$ cat config.mk
export PLATFORM = sky130hd
export DESIGN_NAME = sppa_reduce
export DESIGN_NICKNAME = d
export VERILOG_FILES = /design/src/hw/rtl/sppa_pkg.sv /design/src/hw/rtl/sppa_reduce.sv
export SDC_FILE = /design/constraint.sdc
export NUM_CORES = 2
export LEC_CHECK = 0
export BUFFER_PORTS_ARGS = -buffer_cell sky130_fd_sc_hd__buf_2
export CORE_MARGIN = 3
export CORE_UTILIZATION = 55
export CTS_BUF_LIST = sky130_fd_sc_hd__clkbuf_4 sky130_fd_sc_hd__clkbuf_8
export CTS_CLUSTER_DIAMETER = 50
export CTS_CLUSTER_SIZE = 12
export DETAILED_ROUTE_END_ITERATION = 16
export HOLD_SLACK_MARGIN = 0.06
export PLACE_DENSITY = 0.69
export RECOVER_POWER = 25
export SYNTH_ARGS = -nofsm -noshare
export SYNTH_HDL_FRONTEND = slang
export SYNTH_SLANG_ARGS = --single-unit
$ cat constraint.sdc
create_clock -name clk -period 6.7 [get_ports clk]
set_clock_uncertainty 0.15 [all_clocks]
set_input_delay 0.335 -clock clk [delete_from_list [all_inputs] [get_ports clk]]
set_output_delay 0.335 -clock clk [all_outputs]
set_load 0.01 [all_outputs]
$ cat src/hw/rtl/sppa_pkg.sv
// Shared types, constants and coefficient functions of the piecewise-polynomial sine block.
// Depends on nothing; every other file of the block depends on it.
`default_nettype none

package sppa_pkg;

	// Field widths.
	localparam int ANGLE_W = 48;
	localparam int SINE_W  = 32;
	localparam int DATA_W  = 32;
	localparam int PROD_W  = 2 * DATA_W;

	// Range reduction works on a biased unsigned copy of the angle.
	localparam int REM_W      = ANGLE_W + 1;
	localparam int DIV_STEPS  = 15;
	localparam int TWO_PI_W   = 35;
	localparam int PI_W       = 34;
	localparam int HALF_PI_W  = 33;

	// Angles in units of 2^-32 radian.
	localparam logic [TWO_PI_W-1:0]  TWO_PI     = 35'd26986075409;
	localparam logic [PI_W-1:0]      PI         = 34'd13493037705;
	localparam logic [HALF_PI_W-1:0] HALF_PI    = 33'd6746518852;
	localparam logic [HALF_PI_W-1:0] QUARTER_PI = 33'd3373259426;

	// 5216 turns: a whole multiple of two pi that lifts every angle above zero.
	localparam logic [REM_W-1:0] REM_OFFSET = 49'd140759369333344;

	// Rounding bias of the argument conversion from Q32 to Q30.
	localparam logic [HALF_PI_W:0] ARG_BIAS = 34'd2;

	// Q30 values.
	localparam logic signed [DATA_W-1:0] ONE_Q30 = 32'sd1073741824;
	localparam logic [PROD_W-1:0] ROUND_HALF = 64'd536870912;

	localparam logic signed [DATA_W-1:0] COEF_S1 = 32'sd178957040;
	localparam logic signed [DATA_W-1:0] COEF_S3 = 32'sd8947553;
	localparam logic signed [DATA_W-1:0] COEF_S5 = 32'sd210651;
	localparam logic signed [DATA_W-1:0] COEF_S7 = 32'sd246;
	localparam logic signed [DATA_W-1:0] COEF_C2 = 32'sd536870688;
	localparam logic signed [DATA_W-1:0] COEF_C4 = 32'sd44738996;
	localparam logic signed [DATA_W-1:0] COEF_C6 = 32'sd1492424;
	localparam logic signed [DATA_W-1:0] COEF_C8 = 32'sd28258;

	// Multiply-add steps of the evaluator: square, four Horner steps, final product.
	localparam int STEP_SQUARE = 0;
	localparam int STEP_FINAL  = 5;
	localparam int NUM_STEPS   = 6;

	// What travels down the evaluator with each angle.
	typedef struct packed {
		logic                     neg;
		logic                     cos_br;
		logic signed [DATA_W-1:0] v;
		logic signed [DATA_W-1:0] s;
		logic signed [DATA_W-1:0] acc;
	} tok_t;

	// Starting value of the Horner accumulator.
	function automatic logic signed [DATA_W-1:0] acc_init(input logic cos_br);
		return cos_br ? COEF_C8 : -COEF_S7;
	endfunction

	// Constant added after the product of a given step.
	function automatic logic signed [DATA_W-1:0] step_addend(input int step, input logic cos_br);
		logic signed [DATA_W-1:0] k;
		case (step)
			1:       k = cos_br ? -COEF_C6 : -COEF_S5;
			2:       k = cos_br ? COEF_C4 : COEF_S3;
			3:       k = cos_br ? -COEF_C2 : -COEF_S1;
			4:       k = ONE_Q30;
			default: k = '0;
		endcase
		return k;
	endfunction

	function automatic logic [DATA_W-1:0] mag(input logic signed [DATA_W-1:0] a);
		return a[DATA_W-1] ? DATA_W'(-a) : DATA_W'(a);
	endfunction

endpackage

`default_nettype wire

$ cat src/hw/rtl/sppa_reduce.sv
// Range reduction: angle modulo two pi, folding into [0, pi/2], branch choice and Q30 argument.
// Depends on sppa_pkg.
`default_nettype none

module sppa_reduce (
	input  logic                                clk,
	input  logic                                arst_n,
	input  logic                                up_valid,
	output logic                                up_ready,
	input  logic signed [sppa_pkg::ANGLE_W-1:0] up_angle,
	output logic                                dn_valid,
	input  logic                                dn_ready,
	output sppa_pkg::tok_t                      dn_tok
);
	import sppa_pkg::*;

	// Element 0 holds the biased angle, element k the remainder after k restoring steps.
	logic [REM_W-1:0]     rem_s [DIV_STEPS+1];
	logic [DIV_STEPS:0]   vld_s;
	logic [DIV_STEPS:0]   adv;

	logic                 vld_s17, neg_s17;
	logic [PI_W-1:0]      mag_s17;
	logic                 vld_s18, neg_s18;
	logic [HALF_PI_W-1:0] fold_s18;
	logic                 vld_s19;
	tok_t                 tok_s19;
	logic                 adv17, adv18, adv19;

	logic [TWO_PI_W-1:0]  rem_fin;
	logic                 cos_sel;
	logic [HALF_PI_W-1:0] arg_mag;
	logic [HALF_PI_W:0]   arg_sum;

	assign adv19 = !vld_s19 || dn_ready;
	assign adv18 = !vld_s18 || adv19;
	assign adv17 = !vld_s17 || adv18;

	always_comb begin
		adv[DIV_STEPS] = !vld_s[DIV_STEPS] || adv17;
		for (int k = DIV_STEPS - 1; k >= 0; k--) begin
			adv[k] = !vld_s[k] || adv[k+1];
		end
	end

	assign up_ready = adv[0];

	// Bias stage first, then one quotient bit per stage, largest multiple of two pi first.
	always_ff @(posedge clk or negedge arst_n) begin
		if (!arst_n) begin
			vld_s <= '0;
		end else begin
			if (adv[0]) begin
				vld_s[0] <= up_valid;
			end
			for (int k = 1; k <= DIV_STEPS; k++) begin
				if (adv[k]) begin
					vld_s[k] <= vld_s[k-1];
				end
			end
		end
	end

	// Adding a whole number of turns keeps the remainder unchanged.
	always_ff @(posedge clk) begin
		if (adv[0] && up_valid) begin
			rem_s[0] <= REM_W'(up_angle) + REM_OFFSET;
		end
		for (int k = 1; k <= DIV_STEPS; k++) begin
			if (adv[k] && vld_s[k-1]) begin
				rem_s[k] <= (rem_s[k-1] >= (REM_W'(TWO_PI) << (DIV_STEPS - k)))
					? rem_s[k-1] - (REM_W'(TWO_PI) << (DIV_STEPS - k)) : rem_s[k-1];
			end
		end
	end

	assign rem_fin = rem_s[DIV_STEPS][TWO_PI_W-1:0];

	always_comb begin
		cos_sel = fold_s18 >= QUARTER_PI;
		arg_mag = cos_sel ? HALF_PI - fold_s18 : fold_s18;
		arg_sum = {1'b0, arg_mag} + ARG_BIAS;
	end

	always_ff @(posedge clk or negedge arst_n) begin
		if (!arst_n) begin
			vld_s17 <= 1'b0;
			vld_s18 <= 1'b0;
			vld_s19 <= 1'b0;
		end else begin
			if (adv17) begin
				vld_s17 <= vld_s[DIV_STEPS];
			end
			if (adv18) begin
				vld_s18 <= vld_s17;
			end
			if (adv19) begin
				vld_s19 <= vld_s18;
			end
		end
	end

	always_ff @(posedge clk) begin
		// A remainder above pi maps to the negative side; keep its magnitude.
		if (adv17 && vld_s[DIV_STEPS]) begin
			neg_s17 <= rem_fin > TWO_PI_W'(PI);
			mag_s17 <= (rem_fin > TWO_PI_W'(PI)) ? PI_W'(TWO_PI - rem_fin) : PI_W'(rem_fin);
		end
		// Reflect about pi/2; exactly pi/2 stays as it is.
		if (adv18 && vld_s17) begin
			neg_s18  <= neg_s17;
			fold_s18 <= (mag_s17 > PI_W'(HALF_PI)) ? HALF_PI_W'(PI - mag_s17)
			                                      : HALF_PI_W'(mag_s17);
		end
		if (adv19 && vld_s18) begin
			tok_s19.neg    <= neg_s18;
			tok_s19.cos_br <= cos_sel;
			tok_s19.v      <= signed'(arg_sum[HALF_PI_W:2]);
			tok_s19.s      <= '0;
			tok_s19.acc    <= '0;
		end
	end

	assign dn_valid = vld_s19;
	assign dn_tok   = tok_s19;

endmodule

`default_nettype wire

# Word level (Yosys, flattened, before mapping)
# Memories as Yosys holds them, arrays and structs flattened.
# Index checks and enable logic that the tools add are counted.
[totals]
reg_bits = 122
ramBits = 784
in_bits = 52
out_inout_bits = 100
n_memories = 1
[mem_list]
columns = ["name", "depth", "word_bits", "read_ports", "rd_ports_with_merged_regs", "wr", "line_no", "rtl"]
rows = [
  ["rem_s", 16, 49, 16, 0, 16, "sppa_reduce.sv:18", "logic [REM_W-1:0] rem_s [DIV_STEPS+1];"],
]
[classes]
n_addsub = 20
order_cmp = 18
muxes = 50
reduce_logical = 57
[op_table]
columns = ["operator", "count"]
rows = [
  ["two-way mux 49 bit", 15],
  ["two-way mux 33 bit", 2],
  ["subtractor 33 bit, first input constant", 2],
  ["adder 49 x 48 -> 49 bit, second input constant", 1],
  [">= comparator 49 x 35 -> 1 bit, second input constant", 1],
  [">= comparator 49 x 36 -> 1 bit, second input constant", 1],
  [">= comparator 49 x 37 -> 1 bit, second input constant", 1],
  [">= comparator 49 x 38 -> 1 bit, second input constant", 1],
  [">= comparator 49 x 39 -> 1 bit, second input constant", 1],
  [">= comparator 49 x 40 -> 1 bit, second input constant", 1],
  [">= comparator 49 x 41 -> 1 bit, second input constant", 1],
  [">= comparator 49 x 42 -> 1 bit, second input constant", 1],
  [">= comparator 49 x 43 -> 1 bit, second input constant", 1],
  [">= comparator 49 x 44 -> 1 bit, second input constant", 1],
  [">= comparator 49 x 45 -> 1 bit, second input constant", 1],
  [">= comparator 49 x 46 -> 1 bit, second input constant", 1],
  [">= comparator 49 x 47 -> 1 bit, second input constant", 1],
  [">= comparator 49 x 48 -> 1 bit, second input constant", 1],
  [">= comparator 49 bit, second input constant", 1],
  ["subtractor 49 x 35 -> 49 bit, second input constant", 1],
  ["subtractor 49 x 36 -> 49 bit, second input constant", 1],
  ["subtractor 49 x 37 -> 49 bit, second input constant", 1],
  ["subtractor 49 x 38 -> 49 bit, second input constant", 1],
  ["subtractor 49 x 39 -> 49 bit, second input constant", 1],
  ["20 further kinds", 105],
]

# Longest topological paths before layout
[logic_depth]
word_depth = 23
ltp_mapped = 18

# Least setup slack after synthesis
# OpenSTA, ideal clock, no wires.
[synth_timing]
kind = "flip-flop to flip-flop"
from = "register vld_s19 (netlist: dn_valid)"
to = "memory rem_s[0][343] (netlist bit) (enable)"
setup_time_ns = 0.531
arrival_time_ns = 4.771
setup_slack_ns = 1.248
stages_incl_launch_ff = 7
n_path_buf = 0
synth_period_minus_slack_ns = 5.452
path_cell_list = "dfrtp_1 -> nor2b_1 -> and3_1 -> and3_1 -> nand3_1 -> nor3_1 -> a21boi_0"
[synth_lines]
columns = ["item", "line_no", "rtl"]
rows = [
  ["from (decl)", "sppa_reduce.sv:26", "logic vld_s19;"],
  ["from (signal assigned)", "sppa_reduce.sv:98", "vld_s19 <= vld_s18;"],
  ["to (decl)", "sppa_reduce.sv:18", ""],
]

# Final worst setup path
[layout_timing]
from = "register fold_s18[3]"
to = "register tok_s19, in the netlist dn_tok[89] (data pin)"
[layout_via]
elab_chain_cells = 3
elab_cells_between_ends = 4
classes_between = "add/sub: 2; order compare: 1; mux: 1"
[layout_rtl]
columns = ["item", "line_no", "rtl"]
rows = [
  ["from (decl)", "sppa_reduce.sv:25", "logic [HALF_PI_W-1:0] fold_s18;"],
  ["from (signal assigned)", "sppa_reduce.sv:112", "fold_s18 <= (mag_s17 > PI_W'(HALF_PI)) ? HALF_PI_W'(PI - mag_s17)"],
  ["subtractor 33 bit or >= comparator 33 x 32 -> 1 bit (tied branches)", "sppa_reduce.sv:81, sppa_reduce.sv:80", ""],
  ["two-way mux 33 bit (*)", "sppa_reduce.sv:81", "arg_mag = cos_sel ? HALF_PI - fold_s18 : fold_s18;"],
  ["adder 33 x 2 -> 34 bit (*)", "sppa_reduce.sv:82", "arg_sum = {1'b0, arg_mag} + ARG_BIAS;"],
  ["via arg_sum[27]", "sppa_reduce.sv:33", "logic [HALF_PI_W:0] arg_sum;"],
  ["to (decl)", "sppa_reduce.sv:27", "tok_t tok_s19;"],
]
# The timed path passes the listed nets; every way through them passes the cells marked *.
# A chain may end at the register's enable or synchronous reset.

==> results.toml <==
[setup_path]
worst_path_largest_cell_delay_ps = 630
worstPathRequired_ps = 7020
crit_type = "register to register"
start_kind = "register"
arrival_ps = 5150
path_depth = 15
cp_max_fo = 31
end_kind = "register"
cpMaxStageDelayCell = "edfxtp_1"
crit_buf_inv = 2
cpLargestDelayFamily = "simple AND/OR/NAND/NOR gates"
worstPathCellList = "nand4bb_1 > o41ai_1 > o311ai_2 > and2_4 > clkinv_1 > buf_4 > nand2_1 > xnor2_1 > ha_1 > o211ai_1 > nor3_4 > nand3_2 > and4bb_1 > a21bo_1 > xor2_1"
r2r_cells = 15

[pwr]
p_per_area_mw_per_mm2 = 378
power.leakage_uw = 0.0184
power.total_uw = 19500
ir_worst_vdd_uv = 223

[clock_network]
cts_buffer_depth = 3
clock_latency_ps = 750
cts_made_buffers = 102
root_buffer = "clkbuf_8"
post_cts_resized = 0
cts_tree = "built"
cts.htree.levels = 3
clk_pin_slew_worst_paths_ps = 80
cts.sink_count = 892

[drt]
dr.pass1.iters = 5
dr_total_vias = 31900
drc = 0
viasPerCell = 5.71
routed_wl_um = 99100
wl_per_cell_um = 17.7
drt_iter0_drc = 2472
antenna_left = 0

[worst_hold_path]
min_path_cells = 2
hp-class = "primary input to register"

[timing]
setup-tns-final_ps = 0
worstMarginPinSlew_ps = 3010
max_freq_mhz = 207
finalCriticalPeriod_ps = 4840
rsz0062_at_grt = "false"
drv_slew = 290
min_period_over_period_pct = 72.2
finalSetupViolations = 0
slew_headroom_pct = -101
hold_violations = 0

[synthesis]
synth_xor_area_share_pct = 13.7
syn_area_mm2 = 0.0470
synth-simple-area-share_pct = 17.2
synth_area_leaders = "edfxtp_1 56%, xnor2_1 7.2%, xor2_1 6.5%, nand2_1 3.5%, nor2_1 2.9%"
yosysWarnings = 0
synth_top_area_cell = "edfxtp_1"
synth_cells = 4176
async_flop_share_pct = 2.13
synth_adder_area_share_pct = 0.798
synth-seq-cells = 892
syn_area_per_cell_um2 = 11.3
yosys_most_used_dff = "edfxtp_1"
synthDominantCellAreaShare_pct = 55.7
seq_area_frac_synth_pct = 56.8
synth_compound_area_share_pct = 8.69
muxShareOfSynthArea_pct = 0.271
synth-edff-count = 873
synth.most_common_cell = "edfxtp_1"
synth_common_cells = "873 x edfxtp_1, 436 x nand2_1, 387 x xnor2_1"
synth_top_family_by_area = "simple AND/OR/NAND/NOR gates"
synth_cell_type_count = 90

[place]
io_buffers = 87
place_inst = 5329
placed_cell_area_mm2 = 0.0486
hpwlAfterDp_um = 73700
place_congestion = 0.894

[finish]
drive_gt1_share_pct = 6.95
design_area_mm2 = 0.0515
final_util_pct = 61.1
fin_nets = 4465
fin_cells = 5593
fillerInstances = 6841
area_growth_pct = 9.42

[floorplanning]
die-width_um = 298
ios = 152
core_mm2 = 0.0842
die_area_mm2 = 0.0890
fp.dieH_um = 298
start_util_pct = 55.8
row_count = 106

[global_route]
antenna_found_initial = 1
gr-total-overflow = 0
grt_pass1_vias = 30800
grt.total_usage_pct = 22.1
grt_pass1_wl_um = 161000
grt_start_max_net_pins = 50

[job]
maxCapViolCount = 7

[outcome]
status = "finished, violations left"
violations = "max-capacitance violations, max-slew violations"
## state kept, by name (all words and copies together), names as in the netlist
signal / count
rem_s: 770
dn_tok: 34
mag_s17: 34
fold_s18: 33
vld_s: 16
dn_valid: 1
neg_s17: 1
neg_s18: 1
vld_s17: 1
vld_s18: 1
## stage by stage
stage / hold WS [ps] / worst slack, ps
6_report: 162 / 1860
5_1_grt: 113 / 1510
4_1_cts: 82.5 / 1910
3_5_place_dp: 192 / 1940
3_3_place_gp: 191 / 2060
2_1_floorplan: -111 / 1250
## worst register-to-register path, delay by kind of cell, from the launching register on
kind,cells,cell delay (ps)
flops,1,630
xor+xnor,2,290
compound gates,4,1230
buf+inv,2,350
simple gates,6,1720
fa+ha+maj,1,210
## timing repair
action                    in CTS  in global routing
hold buffers                  84                  0
setup buffers                  0                  0
hold endpoints to repair      75                  0
## area by class of cell
| type | instances | area, um^2 | area share (%) |
|---|---|---|---|
| multi-input cells | 3093 | 19400 | 37.7 |
| inverters | 97 | 364 | 0.708 |
| repair buffers | 197 | 1400 | 2.72 |
| diodes | 1 | 2.50 | 0.00486 |
| flip-flops and latches | 892 | 26700 | 51.9 |
| clock buffers | 133 | 1690 | 3.29 |
| well taps | 1134 | 1420 | 2.76 |
| clock inverters | 46 | 462 | 0.897 |
## worst paths after layout
| kind | start | end | slack [ps] |
|---|---|---|---|
| max in group asynchronous | arst_n | vld_s[0] | 4960 |
| min in group asynchronous | arst_n | vld_s18 | 720 |
| hold / removal | up_angle[1] | rem_s[0][1] | 160 |
| setup reg to reg | fold_s18[3] | dn_tok[89] | 1860 |
| hold reg to reg | neg_s18 | dn_tok[97] | 290 |
| setup / recovery | fold_s18[3] | dn_tok[89] | 1860 |
## power breakdown
part | internal [uW] | switching (uW)
sequential | 8410 | 1740
clock | 1890 | 2030
combinational | 2370 | 3040
total | 12700 | 6810
## cells by family after synthesis
| family | count (synthesis) |
|---|---|
| adder cells (fa/ha/maj) | 30 |
| AND/OR/NAND/NOR | 1617 |
| AO/OA/AOI/OAI | 636 |
| multiplexers | 12 |
| other | 1 |
| buffers and inverters | 254 |
| XOR/XNOR | 734 |
| flip-flops | 892 |
## routing by layer
| layer | vias up | track usage [%] | part of all wire (%) |
|---|---|---|---|
| li1 | 15500 | - | - |
| met4 | 0 | 6.45 | 2.3 |
| met3 | 161 | 3.52 | 5.7 |
| met5 | - | 0 | 0 |
| met1 | 15300 | 29.7 | 43 |
| met2 | 880 | 37.2 | 48 |
## layout by cell type, fill, tap and decap left out, types with 25 or more instances in the layout
master	instances
nor4_1	106
edfxtp_1	873
ha_1	30
o21a_1	32
xor2_1	347
a31oi_1	36
nor2_1	366
nor3b_1	27
clkbuf_1	45
nand2_1	436
o21ai_0	169
and3_1	57
dlygate4sd3_1	84
and2_1	32
inv_1	94
clkbuf_8	111
a21oi_1	130
a21o_1	48
nand4_1	63
nor3_1	166
nand2b_1	51
nor2b_1	25
xnor2_1	387
nand3_1	97
conb_1	64
a21boi_0	27
or3_1	33
o31ai_1	26
a211oi_1	32
or4_1	28
buf_2	48
No activity file was read; power rests on OpenSTA's default activity.
